### config.mk
export PLATFORM = sky130hd
export DESIGN_NAME = wind_gust_window_detector_core
export DESIGN_NICKNAME = d
export VERILOG_FILES = /design/src/sv/gwd_pkg.sv /design/src/sv/gwd_ram.sv /design/src/sv/gwd_ctrl.sv /design/src/sv/gwd_datapath.sv /design/src/sv/wind_gust_window_detector_core.sv
export SDC_FILE = /design/constraint.sdc
export NUM_CORES = 1
export LEC_CHECK = 0
export BUFFER_PORTS_ARGS = -buffer_cell sky130_fd_sc_hd__buf_2
export CAP_MARGIN = 20
export CORE_MARGIN = 8
export CORE_UTILIZATION = 62
export DETAILED_ROUTE_END_ITERATION = 8
export GPL_TIMING_DRIVEN = 0
export MAX_ROUTING_LAYER = met4
export PLACE_DENSITY = 0.79
export SLEW_MARGIN = 20
export SYNTH_ARGS = -nofsm -noshare
export SYNTH_HDL_FRONTEND = slang
export SYNTH_SLANG_ARGS = --single-unit
export TNS_END_PERCENT = 30
### constraint.sdc
create_clock -name clk_i -period 5.7 [get_ports clk_i]
set_input_delay 1.14 -clock clk_i [delete_from_list [all_inputs] [get_ports clk_i]]
set_output_delay 1.14 -clock clk_i [all_outputs]
set_load 0.01 [all_outputs]
### src/sv/gwd_pkg.sv
package gwd_pkg;

  localparam int RING_DEPTH_DEF = 32;

  localparam int COUNT_W    = 13;
  localparam int MOD_W      = 14;
  localparam int SPEED_W    = 8;
  localparam int DIR_W      = 12;
  localparam int SLOT_OUT_W = 5;
  localparam int CFG_IDX_W  = 1;
  localparam int CFG_DATA_W = 14;

  // ring entry: {sent mark, direction, speed}
  localparam int ENTRY_W = 1 + DIR_W + SPEED_W;

  localparam logic [SPEED_W-1:0] MIN_START     = 8'd150;
  localparam logic [SPEED_W-1:0] THRESH_RESET  = 8'd10;
  localparam logic [MOD_W-1:0]   MODULUS_RESET = 14'd8192;

  localparam logic [CFG_IDX_W-1:0] REG_GUST_THRESHOLD  = 1'd0;
  localparam logic [CFG_IDX_W-1:0] REG_COUNTER_MODULUS = 1'd1;

  localparam logic OP_RECORD   = 1'b0;
  localparam logic OP_EVALUATE = 1'b1;

  // controller to datapath
  typedef struct packed {
    logic rec_write;   // store the accepted sample
    logic clr_result;  // result defaults to no gust
    logic scan_init;   // reset min, max and scan counter
    logic scan_rd;     // read ring at scan counter
    logic fetch_rd;    // read ring at maximum position
    logic decide;      // threshold test and sent mark update
    logic load_out;    // move result into output register
  } cmd_t;

  // datapath to controller
  typedef struct packed {
    logic ring_full;
    logic cnt_last;
  } status_t;

endpackage

### src/sv/gwd_ram.sv
module gwd_ram #(
  parameter int WIDTH = 8,
  parameter int DEPTH = 32
) (
  input  logic                     clk_i,
  input  logic                     we_i,
  input  logic [$clog2(DEPTH)-1:0] waddr_i,
  input  logic [WIDTH-1:0]         wdata_i,
  input  logic [$clog2(DEPTH)-1:0] raddr_i,
  output logic [WIDTH-1:0]         rdata_o
);

  logic [WIDTH-1:0] mem_q [DEPTH];
  logic [WIDTH-1:0] rdata_q;

  always_ff @(posedge clk_i) begin
    if (we_i) begin
      mem_q[waddr_i] <= wdata_i;
    end
    rdata_q <= mem_q[raddr_i];
  end

  assign rdata_o = rdata_q;

endmodule

### src/sv/gwd_ctrl.sv
module gwd_ctrl (
  input  logic            clk_i,
  input  logic            rst_ni,
  input  logic            in_valid_i,
  output logic            in_stall_o,
  input  logic            opcode_i,
  output logic            out_valid_o,
  input  logic            out_stall_i,
  input  gwd_pkg::status_t status_i,
  output gwd_pkg::cmd_t    cmd_o
);
  import gwd_pkg::*;

  typedef enum logic [5:0] {
    ST_IDLE   = 6'b000001,
    ST_SCAN   = 6'b000010,
    ST_DRAIN  = 6'b000100,
    ST_FETCH  = 6'b001000,
    ST_DECIDE = 6'b010000,
    ST_LOAD   = 6'b100000
  } state_e;

  state_e state_q, state_d;
  logic   out_valid_q, out_valid_d;
  logic   out_free;

  assign out_free   = !out_valid_q || !out_stall_i;
  assign in_stall_o = (state_q != ST_IDLE);

  always_comb begin
    state_d     = state_q;
    out_valid_d = out_valid_q && out_stall_i;
    cmd_o       = '0;
    case (state_q)
      ST_IDLE: begin
        if (in_valid_i) begin
          cmd_o.clr_result = 1'b1;
          if (opcode_i == OP_RECORD) begin
            cmd_o.rec_write = 1'b1;
            state_d         = ST_LOAD;
          end else if (!status_i.ring_full) begin
            state_d = ST_LOAD;
          end else begin
            cmd_o.scan_init = 1'b1;
            state_d         = ST_SCAN;
          end
        end
      end
      ST_SCAN: begin
        cmd_o.scan_rd = 1'b1;
        if (status_i.cnt_last) begin
          state_d = ST_DRAIN;
        end
      end
      ST_DRAIN: begin
        state_d = ST_FETCH;
      end
      ST_FETCH: begin
        cmd_o.fetch_rd = 1'b1;
        state_d        = ST_DECIDE;
      end
      ST_DECIDE: begin
        cmd_o.decide = 1'b1;
        state_d      = ST_LOAD;
      end
      ST_LOAD: begin
        if (out_free) begin
          cmd_o.load_out = 1'b1;
          out_valid_d    = 1'b1;
          state_d        = ST_IDLE;
        end
      end
      default: begin
        state_d = ST_IDLE;
      end
    endcase
  end

  always_ff @(posedge clk_i or negedge rst_ni) begin
    if (!rst_ni) begin
      state_q     <= ST_IDLE;
      out_valid_q <= 1'b0;
    end else begin
      state_q     <= state_d;
      out_valid_q <= out_valid_d;
    end
  end

  assign out_valid_o = out_valid_q;

endmodule

### src/sv/gwd_datapath.sv
module gwd_datapath #(
  parameter int RING_DEPTH = gwd_pkg::RING_DEPTH_DEF
) (
  input  logic                           clk_i,
  input  logic                           rst_ni,
  input  logic                           cfg_we_i,
  input  logic [gwd_pkg::CFG_IDX_W-1:0]  cfg_idx_i,
  input  logic [gwd_pkg::CFG_DATA_W-1:0] cfg_data_i,
  input  logic [gwd_pkg::COUNT_W-1:0]    counter_reading_i,
  input  logic [gwd_pkg::DIR_W-1:0]      direction_reading_i,
  input  gwd_pkg::cmd_t                  cmd_i,
  output gwd_pkg::status_t               status_o,
  output logic                           gust_found_o,
  output logic [gwd_pkg::SPEED_W-1:0]    gust_speed_o,
  output logic [gwd_pkg::DIR_W-1:0]      gust_direction_o,
  output logic [gwd_pkg::SLOT_OUT_W-1:0] gust_slot_o
);
  import gwd_pkg::*;

  localparam int SLOT_W = $clog2(RING_DEPTH);
  localparam int PW     = (SLOT_W > SLOT_OUT_W) ? SLOT_W : SLOT_OUT_W;
  localparam logic [SLOT_W-1:0] LAST_SLOT = SLOT_W'(RING_DEPTH - 1);

  // configuration
  logic [SPEED_W-1:0] thr_q;
  logic [MOD_W-1:0]   mod_q;

  // sample bookkeeping
  logic [COUNT_W-1:0] last_count_q;
  logic [SLOT_W-1:0]  write_slot_q;
  logic               ring_full_q;

  // scan
  logic [SLOT_W-1:0]  cnt_q;
  logic               acc_vld_q;
  logic [SLOT_W-1:0]  acc_idx_q;
  logic [SPEED_W-1:0] lo_q, hi_q;
  logic [SLOT_W-1:0]  pos_q;
  logic               found_q;

  // result and output register
  logic               res_found_q;
  logic [SPEED_W-1:0] res_speed_q;
  logic [DIR_W-1:0]   res_dir_q;
  logic [SLOT_W-1:0]  res_slot_q;
  logic               out_found_q;
  logic [SPEED_W-1:0] out_speed_q;
  logic [DIR_W-1:0]   out_dir_q;
  logic [SLOT_OUT_W-1:0] out_slot_q;
  logic [PW-1:0]      res_slot_ext;

  // ring memory
  logic               ram_we;
  logic [SLOT_W-1:0]  ram_waddr, ram_raddr;
  logic [ENTRY_W-1:0] ram_wdata, ram_rdata;
  logic [SPEED_W-1:0] rd_speed;
  logic [DIR_W-1:0]   rd_dir;
  logic               rd_sent;

  logic [SPEED_W-1:0] inc;
  logic [SPEED_W:0]   lo_plus_thr;
  logic               report;

  assign rd_speed = ram_rdata[SPEED_W-1:0];
  assign rd_dir   = ram_rdata[SPEED_W +: DIR_W];
  assign rd_sent  = ram_rdata[ENTRY_W-1];

  // only the low byte of the increment survives, so work in 8 bits
  always_comb begin
    inc = counter_reading_i[SPEED_W-1:0] - last_count_q[SPEED_W-1:0];
    if (last_count_q > counter_reading_i) begin
      inc = inc + mod_q[SPEED_W-1:0];
    end
  end

  assign lo_plus_thr = {1'b0, lo_q} + {1'b0, thr_q};
  assign report = found_q && ({1'b0, hi_q} >= lo_plus_thr) && !rd_sent;

  assign ram_we    = cmd_i.rec_write || (cmd_i.decide && report);
  assign ram_waddr = cmd_i.rec_write ? write_slot_q : pos_q;
  assign ram_wdata = cmd_i.rec_write ? {1'b0, direction_reading_i, inc}
                                     : {1'b1, rd_dir, rd_speed};
  assign ram_raddr = cmd_i.fetch_rd ? pos_q : cnt_q;

  gwd_ram #(
    .WIDTH(ENTRY_W),
    .DEPTH(RING_DEPTH)
  ) u_ring (
    .clk_i  (clk_i),
    .we_i   (ram_we),
    .waddr_i(ram_waddr),
    .wdata_i(ram_wdata),
    .raddr_i(ram_raddr),
    .rdata_o(ram_rdata)
  );

  always_ff @(posedge clk_i or negedge rst_ni) begin
    if (!rst_ni) begin
      thr_q        <= THRESH_RESET;
      mod_q        <= MODULUS_RESET;
      last_count_q <= '0;
      write_slot_q <= '0;
      ring_full_q  <= 1'b0;
      cnt_q        <= '0;
      acc_vld_q    <= 1'b0;
    end else begin
      if (cfg_we_i) begin
        case (cfg_idx_i)
          REG_GUST_THRESHOLD:  thr_q <= cfg_data_i[SPEED_W-1:0];
          REG_COUNTER_MODULUS: mod_q <= cfg_data_i[MOD_W-1:0];
          default: ;
        endcase
      end
      if (cmd_i.rec_write) begin
        last_count_q <= counter_reading_i;
        if (write_slot_q == LAST_SLOT) begin
          write_slot_q <= '0;
          ring_full_q  <= 1'b1;
        end else begin
          write_slot_q <= write_slot_q + 1'b1;
        end
      end
      if (cmd_i.scan_init) begin
        cnt_q <= '0;
      end else if (cmd_i.scan_rd) begin
        cnt_q <= cnt_q + 1'b1;
      end
      acc_vld_q <= cmd_i.scan_rd;
    end
  end

  always_ff @(posedge clk_i) begin
    acc_idx_q <= cnt_q;
    if (cmd_i.scan_init) begin
      lo_q    <= MIN_START;
      hi_q    <= '0;
      pos_q   <= '0;
      found_q <= 1'b0;
    end else if (acc_vld_q) begin
      if (rd_speed < lo_q) begin
        lo_q <= rd_speed;
      end
      // strict compare keeps the first maximum
      if (rd_speed > hi_q) begin
        hi_q    <= rd_speed;
        pos_q   <= acc_idx_q;
        found_q <= 1'b1;
      end
    end
    if (cmd_i.clr_result) begin
      res_found_q <= 1'b0;
      res_speed_q <= '0;
      res_dir_q   <= '0;
      res_slot_q  <= '0;
    end else if (cmd_i.decide && report) begin
      res_found_q <= 1'b1;
      res_speed_q <= rd_speed;
      res_dir_q   <= rd_dir;
      res_slot_q  <= pos_q;
    end
    if (cmd_i.load_out) begin
      out_found_q <= res_found_q;
      out_speed_q <= res_speed_q;
      out_dir_q   <= res_dir_q;
      out_slot_q  <= res_slot_ext[SLOT_OUT_W-1:0];
    end
  end

  assign res_slot_ext = PW'(res_slot_q);

  assign status_o.ring_full = ring_full_q;
  assign status_o.cnt_last  = (cnt_q == LAST_SLOT);

  assign gust_found_o     = out_found_q;
  assign gust_speed_o     = out_speed_q;
  assign gust_direction_o = out_dir_q;
  assign gust_slot_o      = out_slot_q;

endmodule

### src/sv/wind_gust_window_detector_core.sv
// gust detector over a ring of RING_DEPTH recent wind-speed increments. a record
// transaction (opcode 0) turns the counter reading into an 8-bit increment since the
// previous reading, adding counter_modulus on rollover, and stores it with the
// direction in the next ring slot; an evaluate transaction (opcode 1) acts once
// every slot has been written, scanning the ring for the minimum (from 150) and the
// first maximum, and reports that slot when max >= min + gust_threshold and it has
// not been reported before. every transaction gives exactly one result; no gust
// reads as all-zero fields. one transaction is worked on at a time: a record goes
// to load, an evaluate on a full ring through scan, drain, fetch, decide and load,
// the scan reading one ring entry per cycle from a single-read-port ram. the next
// transaction is taken while the previous result is stalled in the output register.
// the user must write configuration through cfg_we_i only while idle; not enforced.
module wind_gust_window_detector_core #(
  parameter int RING_DEPTH = gwd_pkg::RING_DEPTH_DEF
) (
  input  logic                           clk_i,
  input  logic                           rst_ni,
  // configuration write port
  input  logic                           cfg_we_i,
  input  logic [gwd_pkg::CFG_IDX_W-1:0]  cfg_idx_i,
  input  logic [gwd_pkg::CFG_DATA_W-1:0] cfg_data_i,
  // input transactions
  input  logic                           in_valid_i,
  output logic                           in_stall_o,
  input  logic                           opcode_i,
  input  logic [gwd_pkg::COUNT_W-1:0]    counter_reading_i,
  input  logic [gwd_pkg::DIR_W-1:0]      direction_reading_i,
  // result transactions
  output logic                           out_valid_o,
  input  logic                           out_stall_i,
  output logic                           gust_found_o,
  output logic [gwd_pkg::SPEED_W-1:0]    gust_speed_o,
  output logic [gwd_pkg::DIR_W-1:0]      gust_direction_o,
  output logic [gwd_pkg::SLOT_OUT_W-1:0] gust_slot_o
);
  import gwd_pkg::*;

  cmd_t    cmd;
  status_t status;

  // sequencer: accept, scan, fetch the maximum's entry, decide, hand over
  gwd_ctrl u_ctrl (
    .clk_i      (clk_i),
    .rst_ni     (rst_ni),
    .in_valid_i (in_valid_i),
    .in_stall_o (in_stall_o),
    .opcode_i   (opcode_i),
    .out_valid_o(out_valid_o),
    .out_stall_i(out_stall_i),
    .status_i   (status),
    .cmd_o      (cmd)
  );

  // ring ram, min/max scan, threshold test and output register
  gwd_datapath #(
    .RING_DEPTH(RING_DEPTH)
  ) u_datapath (
    .clk_i              (clk_i),
    .rst_ni             (rst_ni),
    .cfg_we_i           (cfg_we_i),
    .cfg_idx_i          (cfg_idx_i),
    .cfg_data_i         (cfg_data_i),
    .counter_reading_i  (counter_reading_i),
    .direction_reading_i(direction_reading_i),
    .cmd_i              (cmd),
    .status_o           (status),
    .gust_found_o       (gust_found_o),
    .gust_speed_o       (gust_speed_o),
    .gust_direction_o   (gust_direction_o),
    .gust_slot_o        (gust_slot_o)
  );

endmodule

### Yosys cells after proc, flatten, opt, wreduce, memory -nomap -nowiden

Memories as Yosys holds them, arrays and structs flattened. A register that Yosys moved wholly into a read port is not among the register bits.
Index checks and enable logic that the tools add are counted.

| storage, ports and cells | value |
|---|---|
| register bits | 127 |
| memory bits (writable) | 672 |
| memories kept | 1 |
| word-level logic and storage cells | 88 |
| input bits | 46 |
| output and inout port bits | 28 |

| operators by class | value |
|---|---|
| reductions and logical operators | 16 |
| eq/ne operators | 12 |
| $lt $le $gt $ge | 4 |
| bitwise gates (word level) | 1 |
| mux-type cells | 27 |
| $add $sub $neg | 5 |

Memories:

| memory | words | width | read ports | clocked after memory_dff | write ports | line | text |
|---|---|---|---|---|---|---|---|
| u_datapath.u_ring.mem_q | 32 | 21 | 1 | 1 | 1 | gwd_ram.sv:13 | `logic [WIDTH-1:0] mem_q [DEPTH];` |

Operators by type and width:

| kind | number |
|---|---|
| 6-bit one-hot mux with 6 select lines | 1 |
| 6-bit two-way mux | 5 |
| 5-bit two-way mux | 5 |
| 21-bit two-way mux | 1 |
| 13-bit greater-than comparator | 1 |
| 1-bit two-way mux | 12 |
| 5-bit by 1-bit adder with 5-bit output, second input constant | 2 |
| 5-bit == test, second input constant | 2 |
| 2-bit AND reduction | 5 |
| 8-bit by 8-bit adder with 9-bit output | 1 |
| 8-bit by 9-bit >= comparator with 1-bit output | 1 |
| 8-bit adder | 1 |
| 8-bit greater-than comparator | 1 |
| 8-bit less-than comparator | 1 |
| 8-bit two-way mux | 1 |
| 8-bit subtractor | 1 |
| 6-bit by 1-bit == test with 1-bit output, second input constant | 1 |
| 6-bit by 2-bit == test with 1-bit output, second input constant | 1 |
| 6-bit by 3-bit == test with 1-bit output, second input constant | 1 |
| 6-bit by 4-bit == test with 1-bit output, second input constant | 1 |
| 6-bit by 5-bit == test with 1-bit output, second input constant | 1 |
| 6-bit == test, second input constant | 1 |
| 3-bit two-way mux | 2 |
| 6-bit by 1-bit != test with 1-bit output, second input constant | 1 |
| 8 further kinds | 15 |

### Logic depth before layout (Yosys ltp)

Gate-level depths: netlist of the first run.

| logic depth | value |
|---|---|
| depth in word-level cells | 8 |
| gate-level depth with buffers | 18 |
| depth with buffers taken out | 17 |

### Cells and area by module

From an unflattened synthesis of the first run, not the netlist that was laid out.

| second synthesis, totals | value |
|---|---|
| cell total of the unflattened synthesis | 2142 |
| area, all modules | 33717.3 um^2 |

By module, submodules not included:

| module | cells each | times used | area an instance (um^2) |
|---|---|---|---|
| gwd_ram | 1481 | 1 | 26751.9 |
| gwd_datapath | 615 | 1 | 6553.8 |
| gwd_ctrl | 46 | 1 | 411.6 |

### Least setup slack after synthesis of the first run

OpenSTA, ideal clock, no wires.

| timing path | value |
|---|---|
| path type | input to register |
| start | input port counter_reading_i[0] (netlist name) |
| end | memory u_datapath.u_ring.mem_q[0][7] (netlist name), data pin |
| slack | 0.519 ns |
| data required time | 5.246 ns |
| stages on the path | 15 |
| arrival time | 4.727 ns |
| cells stage by stage | inv_1 ha_1 inv_1 fa_1 a21o_1 a21oi_1 xnor2_1 ha_1 nand3_1 o211ai_1 o41ai_1 xor2_1 nor3_1 xnor2_1 o21ai_0 |

| on the way | value |
|---|---|
| cells in the longest elaborated chain, start to end | 4 |
| elaborated cells between the ends (all ways) | 5 |

Ends and longest elaborated chain:

| what | line | text |
|---|---|---|
| start: declaration | wind_gust_window_detector_core.sv:26 | `input logic [gwd_pkg::COUNT_W-1:0] counter_reading_i,` |
| 8-bit subtractor | gwd_datapath.sv:70 | `inc = counter_reading_i[SPEED_W-1:0] - last_count_q[SPEED_W-1:0];` |
| 8-bit adder | gwd_datapath.sv:72 | `inc = inc + mod_q[SPEED_W-1:0];` |
| 8-bit two-way mux (*) | gwd_datapath.sv:71 | `if (last_count_q > counter_reading_i) begin` |
| 21-bit two-way mux (*) | gwd_datapath.sv:81 | `assign ram_wdata = cmd_i.rec_write ? {1'b0, direction_reading_i, inc}` |
| net u_datapath.ram_wdata[7] | gwd_datapath.sv:55 | `logic [ENTRY_W-1:0] ram_wdata, ram_rdata;` |
| end: declaration | gwd_ram.sv:13 |  |

Mark *: on every way through the listed nets, which the timed path passes. The rest lies on a longest branch.

### Final worst setup path of the first run

| timing path | value |
|---|---|
| start | register u_datapath.thr_q[1] |
| end | memory u_datapath.u_ring.mem_q[18][5] (netlist name), enable pin |

| on the way | value |
|---|---|
| cells in the longest elaborated chain, start to end | 8 |

Ends and longest elaborated chain:

| what | line | text |
|---|---|---|
| start: declaration | gwd_datapath.sv:25 | `logic [SPEED_W-1:0] thr_q;` |
| start signal: assignment | gwd_datapath.sv:109 | `REG_GUST_THRESHOLD: thr_q <= cfg_data_i[SPEED_W-1:0];` |
| 8-bit by 8-bit adder with 9-bit output | gwd_datapath.sv:76 | `assign lo_plus_thr = {1'b0, lo_q} + {1'b0, thr_q};` |
| 8-bit by 9-bit >= comparator with 1-bit output | gwd_datapath.sv:77 | `assign report = found_q && ({1'b0, hi_q} >= lo_plus_thr) && !rd_sent;` |
| 1-bit logical AND (2 in series) | gwd_datapath.sv:77 |  |
| 1-bit logical AND | gwd_datapath.sv:79 | `assign ram_we = cmd_i.rec_write \|\| (cmd_i.decide && report);` |
| 1-bit logical OR | gwd_datapath.sv:79 |  |
| 1-bit two-way mux | gwd_ram.sv:17 | `if (we_i) begin` |
| 1-bit two-way mux (implied by the code) | gwd_ram.sv:18 | `mem_q[waddr_i] <= wdata_i;` |

No other way between the ends.

==> impl_metrics.yaml, run 1 <==
worst_setup_path:
  cp_max_fo: 21
  critPathKind: "flip-flop to flip-flop"
  worstPathArrival_ns: 5.70
  r2r-start: "u_datapath.thr_q[1]$_DFFE_PN1P_"
  reg2regPathDepth: 14
  cp-end-kind: "flip-flop"
  r2r-end: "u_datapath.u_ring.mem_q[18][5]$_DFFE_PP_"
  cp_data_required_time_ns: 5.95
  cp-start-kind: "flip-flop"
  worst-r2r-setup-slack_ns: 0.25
global_routing:
  grt_use_total_pct: 29.9
  grt_overflow: 0
  grt_max_degree: 49
  grt_pass1_wl_um: 130000
  grt_pass1_vias: 20800
  antenna_found_initial: 0
place:
  dp_slack_ns: 0.309
  port_buffers: 67
  place.gp.congestion: 0.941
  placed_cell_area_sq_um: 35200
  place.detailed.hpwl_um: 58900
sta:
  hold_slack_ns: 0.430
  finalSetupViolCount: 0
  fin_worst_skew_ns: 0.0299
  relSlewSlack_pct: 18.1
  rsz0062_at_grt: "false"
  drv_slew: 0
  fin_tns_setup_ns: 0
  fin_crit_ns: 5.45
  max_freq_mhz: 183
  worst_slack_ns: 0.249
  period_share_pct: 95.6
  hold_viol: 0
  tightest_slew_ns: 1.23
worst_hold_path:
  hp-start: "u_datapath.res_speed_q[6]$_SDFFE_PP0P_"
  worstHoldPathCells: 0
  min_path_type: "flip-flop to flip-flop"
  hold_end: "u_datapath.gust_speed_o[6]$_DFFE_PP_"
cells_and_area:
  nets: 2565
  fin_area_sq_um: 37900
  area_growth_pct: 13.9
  layout-drive-gt1-share_pct: 15.9
  n_antenna_cell: 0
routing:
  wire_per_inst_um: 27.7
  drt_pass1_iterations: 8
  wl_um: 88900
  drtIter0Drc: 2783
  vias: 20900
  vias_per_cell: 6.50
  ant_nets: 0
  drc_errors: 0
power_and_ir_drop:
  p_leak_nw: 13.6
  ir_worst_vdd_uv: 403
  pwr_density_cell_nw_per_um2: 380
  total_power_mw: 14.4
synthesis:
  synth.top_cells.by_count: "698 x edfxtp_1, 364 x nand2_1, 176 x mux2i_1"
  ys_ff_latch: 820
  synth_area_leaders: "edfxtp_1 63%, mux2i_1 5.3%, dfxtp_1 4.4%"
  synthArstFlopShare_pct: 5.85
  syn_area_per_cell_sq_um: 14.6
  seq_area_frac_synth_pct: 70.9
  syn_nets: 2397
  synth_edf_count: 698
  post-synth-top-area-cell: "edfxtp_1"
  netlist.area_leader.share_pct: 62.9
  synth-main-ff-cell: "edfxtp_1"
  yosysMostFrequentCell: "edfxtp_1"
  netlist_area_sq_um: 33300
  ys.warnings.count: 0
  ys_types: 69
  synth_cells: 2286
die:
  ios: 74
  die_h_um: 248
  start_util_pct: 62.3
  die-area_sq_um: 61400
  die_x_um: 248
  core_area_sq_um: 53500
  rows: 85
clocking:
  clock-sinks: 820
  cts_tree: "yes"
  ctsRootBufferMaster: "clkbuf_16"
  cts_buffer_depth: 3
  clk_pin_slew_ns: 0.07
  clk_latency_ns: 0.64
  cts_hold_buf: 0
  cts-buffers-inserted: 82
  cts.htree.levels: 3
status:
  status: "finished, final reports clean"
job:
  max-cap-violations: 0
[critical path, stage by stage, from the launching register on]
cell and delay, ns:
dfstp_2 0.54, ha_1 0.23, a21o_1 0.19, a21oi_1 0.22
o21bai_1 0.09, a21oi_1 0.22, o21ai_0 0.17, xnor2_1 0.18
ha_1 0.30, o21a_1 0.11, nor2_1 0.04, or3_1 0.31
a211oi_1 0.92, a32oi_2 0.66, nor2_4 0.86
[kinds of logic after synthesis]
kind of cell             count (synthesis)  synth area share (%)
adder cells (fa/ha/maj)                 65                  2.51
AO/OA/AOI/OAI                          330                  7.64
buffers and inverters                  172                  2.45
AND/OR/NAND/NOR                        659                  8.33
XOR/XNOR                                22                 0.578
flip-flops                             820                  70.9
multiplexers                           218                  7.55
[final cells by class]
class                      instances  area (sq um)
clock inverter                    32           363
inverter                          54           203
buffer                           118           614
clock buffer                     114          2290
sequential                       820         23600
timing repair buffer              84           698
fill                            3260         15500
tap                              696           871
multi-input combinational       1294          9260
[metal layers]
| metal | track usage [%] | part of all wire [%] |
|---|---|---|
| met2 | 46.9 | 48 |
| met5 | - | 0 |
| met4 | 16.5 | 6.2 |
| met3 | 6.22 | 10 |
| met1 | 36.3 | 36 |
[through the flow]
stage / utilization, % / instances
after floorplan: - / 2286
after global placement: 64.6 / 3049
final: 70.9 / 3212
after detailed placement: 65.9 / 3065
after CTS: 70.9 / 3211
after global routing: 70.9 / 3212
[cell usage in the layout, fill, tap and decap left out, types with 19 or more instances in the layout]
cell and n:
buf_2 103, clkbuf_16 83, nand2_1 357, nor2_4 31, mux4_2 25, mux2i_1 176, nand4_1 24, o21ai_0 47
inv_1 53, a32oi_1 80, a32o_1 19, edfxtp_1 698, dfxtp_1 74, nor2_1 141, clkbuf_1 73, nand3_1 34
a21oi_1 73, ha_1 62, a2111oi_2 19, dfrtp_1 45
[timing repair]
action	4_1_cts	5_1_grt
resized for setup	0	2
endpoints found under the setup margin	0	18
setup buffers	0	0
[registers in the layout, indices dropped and copies added (netlist names), 5 cells and up]
register                     count
u_datapath.gust_speed_o          8
u_datapath.acc_idx_q             5
u_datapath.res_speed_q           8
u_datapath.gust_slot_o           5
u_datapath.cnt_q                 5
u_datapath.lo_q                  8
u_datapath.mod_q                 8
u_datapath.pos_q                 5
u_datapath.hi_q                  8
u_datapath.u_ring.mem_q        672
u_datapath.res_dir_q            12
u_datapath.thr_q                 8
u_datapath.write_slot_q          5
u_datapath.last_count_q         13
u_ctrl.state_q                   6
u_datapath.res_slot_ext          5
u_datapath.u_ring.rdata_o       21
u_datapath.gust_direction_o     12
[worst max-delay path by stage]
| stage | from | end | depth (start not counted) |
|---|---|---|---|
| floorplan | counter_reading_i[0] | u_datapath.u_ring.mem_q[0][7]$_DFFE_PP_ | 15 |
| global placement | counter_reading_i[0] | u_datapath.u_ring.mem_q[22][7]$_DFFE_PP_ | 16 |
| detailed placement | u_datapath.thr_q[1]$_DFFE_PN1P_ | u_datapath.u_ring.mem_q[22][9]$_DFFE_PP_ | 15 |
| CTS | u_datapath.thr_q[1]$_DFFE_PN1P_ | u_datapath.u_ring.mem_q[22][11]$_DFFE_PP_ | 15 |
| global route | u_datapath.thr_q[1]$_DFFE_PN1P_ | u_datapath.u_ring.mem_q[10][3]$_DFFE_PP_ | 14 |
| finish | u_datapath.thr_q[1]$_DFFE_PN1P_ | u_datapath.u_ring.mem_q[18][5]$_DFFE_PP_ | 14 |
[report_power, final]
group	internal (mW)	switching, mW	total [mW]
registers	6.94	0.124	7.06
clock network	3.10	2.23	5.33
logic	0.679	1.36	2.04
total	10.7	3.72	14.4
(Power assumes the default switching activity.)
==> run 2: changes to the inputs <==
- CAP_MARGIN: 20 -> not set
- RECOVER_POWER: not set -> 50
==> run 2 against run 1 <==
Effect of this change: the flow now finishes with violations (max-capacitance violations, max-slew violations); via count down 0.18%; final area down 1.2%; worst hold slack better by 0.0013 ns; largest cell class unchanged; largest power group unchanged.
==> impl_metrics.yaml, run 2 (synthesis gave the netlist of run 1 again) <==
status:
  status: "finished, violations left"
  violations: "max-capacitance violations, max-slew violations"
cells_and_area:
  layout_common_cells: "698 x edfxtp_1, 364 x nand2_1, 176 x mux2i_1"
  largest_reg_flops: 672
  nets: 2564
  seq_area_sq_um: 23600
  fin_area_sq_um: 37500
  layout_commonest_cell: "edfxtp_1"
  multi_input_area_sq_um: 9030
  top_register: "u_datapath.u_ring.mem_q"
  layout-drive-gt1-share_pct: 12.7
  fillers: 3356
  area_growth_pct: 12.4
global_routing:
  grt_pass1_wl_um: 130000
  grt_use_total_pct: 29.9
  grt_max_degree: 49
  grt_pass1_vias: 20800
  antenna_found_initial: 2
  grt_overflow: 0
worst_hold_path:
  hold_end: "u_datapath.gust_speed_o[6]$_DFFE_PP_"
  min_path_type: "flip-flop to flip-flop"
  worstHoldPathCells: 0
  hp-start: "u_datapath.res_speed_q[6]$_SDFFE_PP0P_"
worst_setup_path:
  cp_data_required_time_ns: 5.94
  cp-start-kind: "flip-flop"
  r2r-start: "u_datapath.thr_q[1]$_DFFE_PN1P_"
  worstPathArrival_ns: 5.70
  r2r-end: "u_datapath.u_ring.mem_q[10][3]$_DFFE_PP_"
  cp_max_fo: 21
  critPathKind: "flip-flop to flip-flop"
  worst-r2r-setup-slack_ns: 0.25
  reg2regPathDepth: 14
  cp-end-kind: "flip-flop"
sta:
  finalSetupViolCount: 0
  drv_slew: 233
  rsz0062_at_grt: "false"
  fin_crit_ns: 5.45
  tightest_slew_ns: 2.85
  relSlewSlack_pct: -90.3
  hold_viol: 0
  fin_worst_skew_ns: 0.0267
  fin_tns_setup_ns: 0
  max_freq_mhz: 183
  worst_slack_ns: 0.245
  period_share_pct: 95.7
routing:
  ant_nets: 0
  drtIter0Drc: 2606
  vias_per_cell: 6.48
  wl_um: 88800
  wire_per_inst_um: 27.6
  drt_pass1_iterations: 6
  drc_errors: 0
  vias: 20800
clocking:
  postCtsResizedCells: 0
  cts_hold_buf: 0
  cts_tree: "yes"
  cts_buffer_depth: 3
  clk_pin_slew_ns: 0.07
  clock-sinks: 820
  cts-buffers-inserted: 82
  cts.htree.levels: 3
  ctsRootBufferMaster: "clkbuf_16"
  cts_setup_buffers: 0
  clk_latency_ns: 0.64
die:
  ios: 74
  die-area_sq_um: 61400
  rows: 85
  die_h_um: 248
  core_area_sq_um: 53500
  die_x_um: 248
  start_util_pct: 62.3
power_and_ir_drop:
  power_frac_comb_pct: 13.2
  clkPwrFrac_pct: 37.3
  pwr_density_cell_nw_per_um2: 381
  p_leak_nw: 13.3
  seqPwrFrac_pct: 49.5
  intPower_mw: 10.6
  switching_share_pct: 25.5
  ir_worst_vdd_uv: 404
  switchingPower_mw: 3.65
place:
  port_buffers: 67
  place.gp.congestion: 0.941
  dp_slack_ns: 0.309
  place.detailed.hpwl_um: 58900
  placed_cell_area_sq_um: 35200
job:
  max-cap-violations: 10
==> run 2: changes by cell type in the layout (fill, tap and decap cells not counted), moves of 3 or more <==
cell,change
diode_2,+3
o21ai_4,-6
clkbuf_1,+48
nand2_2,-7
o21ai_0,+7
buf_4,-3
a2111oi_0,+14
nand2_1,+7
buf_16,-6
a2111oi_2,-16
buf_2,-35
==> run 2: layout make-up <==
class	count	share of cell area, %
Buffer	118	1.60
Clock buffer	114	6.12
Tap cell	696	2.32
Antenna cell	3	0.0200
Timing Repair Buffer	83	1.23
Clock inverter	32	0.968
Inverter	54	0.541
Sequential cell	820	63.1
Multi-Input combinational cell	1294	24.1
==> run 2: worst max-delay path by stage <==
stage	startpoint	to	slack, ns	cells after the start
after floorplan	counter_reading_i[0]	u_datapath.u_ring.mem_q[0][7]$_DFFE_PP_	0.52	15
after CTS	u_datapath.thr_q[1]$_DFFE_PN1P_	u_datapath.u_ring.mem_q[22][11]$_DFFE_PP_	0.27	15
after global routing	u_datapath.thr_q[1]$_DFFE_PN1P_	u_datapath.u_ring.mem_q[10][3]$_DFFE_PP_	0.06	14
after detailed placement	u_datapath.thr_q[1]$_DFFE_PN1P_	u_datapath.u_ring.mem_q[22][9]$_DFFE_PP_	0.31	15
after global placement	counter_reading_i[0]	u_datapath.u_ring.mem_q[22][7]$_DFFE_PP_	-2.73	16
final	u_datapath.thr_q[1]$_DFFE_PN1P_	u_datapath.u_ring.mem_q[10][3]$_DFFE_PP_	0.25	14
==> run 2: power by group through the flow <==
stage / Clock, mW / Combinational [mW] / Sequential, mW
floorplan: 0 / 1.16 / 7.17
global placement: 0 / 1.69 / 7.21
detailed placement: 0 / 1.99 / 7.18
CTS: 5.36 / 2.01 / 7.06
global route: 5.58 / 2.05 / 7.09
finish: 5.33 / 1.89 / 7.07
==> run 2: worst max-delay path: stages, from the launching register on <==
cell and delay [ns]:
dfstp_1 0.55, ha_1 0.24, a21o_1 0.19, a21oi_1 0.22, o21bai_1 0.09, a21oi_1 0.22, o21ai_0 0.17, xnor2_1 0.18
ha_1 0.30, o21a_1 0.11, nor2_1 0.04, or3_1 0.31, a211oi_1 0.91, a32oi_2 0.66, nor2_4 0.88
==> run 2: per-layer routing <==
layer	global-route usage, %	vias to the layer above	wire length, um
met5	-	-	0
met4	16.5	0	5670
met3	6.22	264	9310
met2	46.9	1284	42000
met1	36.3	10300	31800
li1	-	8971	-
==> run 2: through the flow <==
| stage | hold slack (ns) | total power, mW | utilization [%] | instances |
|---|---|---|---|---|
| after floorplan | 0.408 | 8.32 | - | 2286 |
| after global routing | 0.437 | 14.7 | 70.1 | 3213 |
| after detailed placement | 0.416 | 9.18 | 65.9 | 3065 |
| after global placement | 0.413 | 8.90 | 64.6 | 3049 |
| final | 0.431 | 14.3 | 70.1 | 3214 |
| after CTS | 0.432 | 14.4 | 70.9 | 3211 |
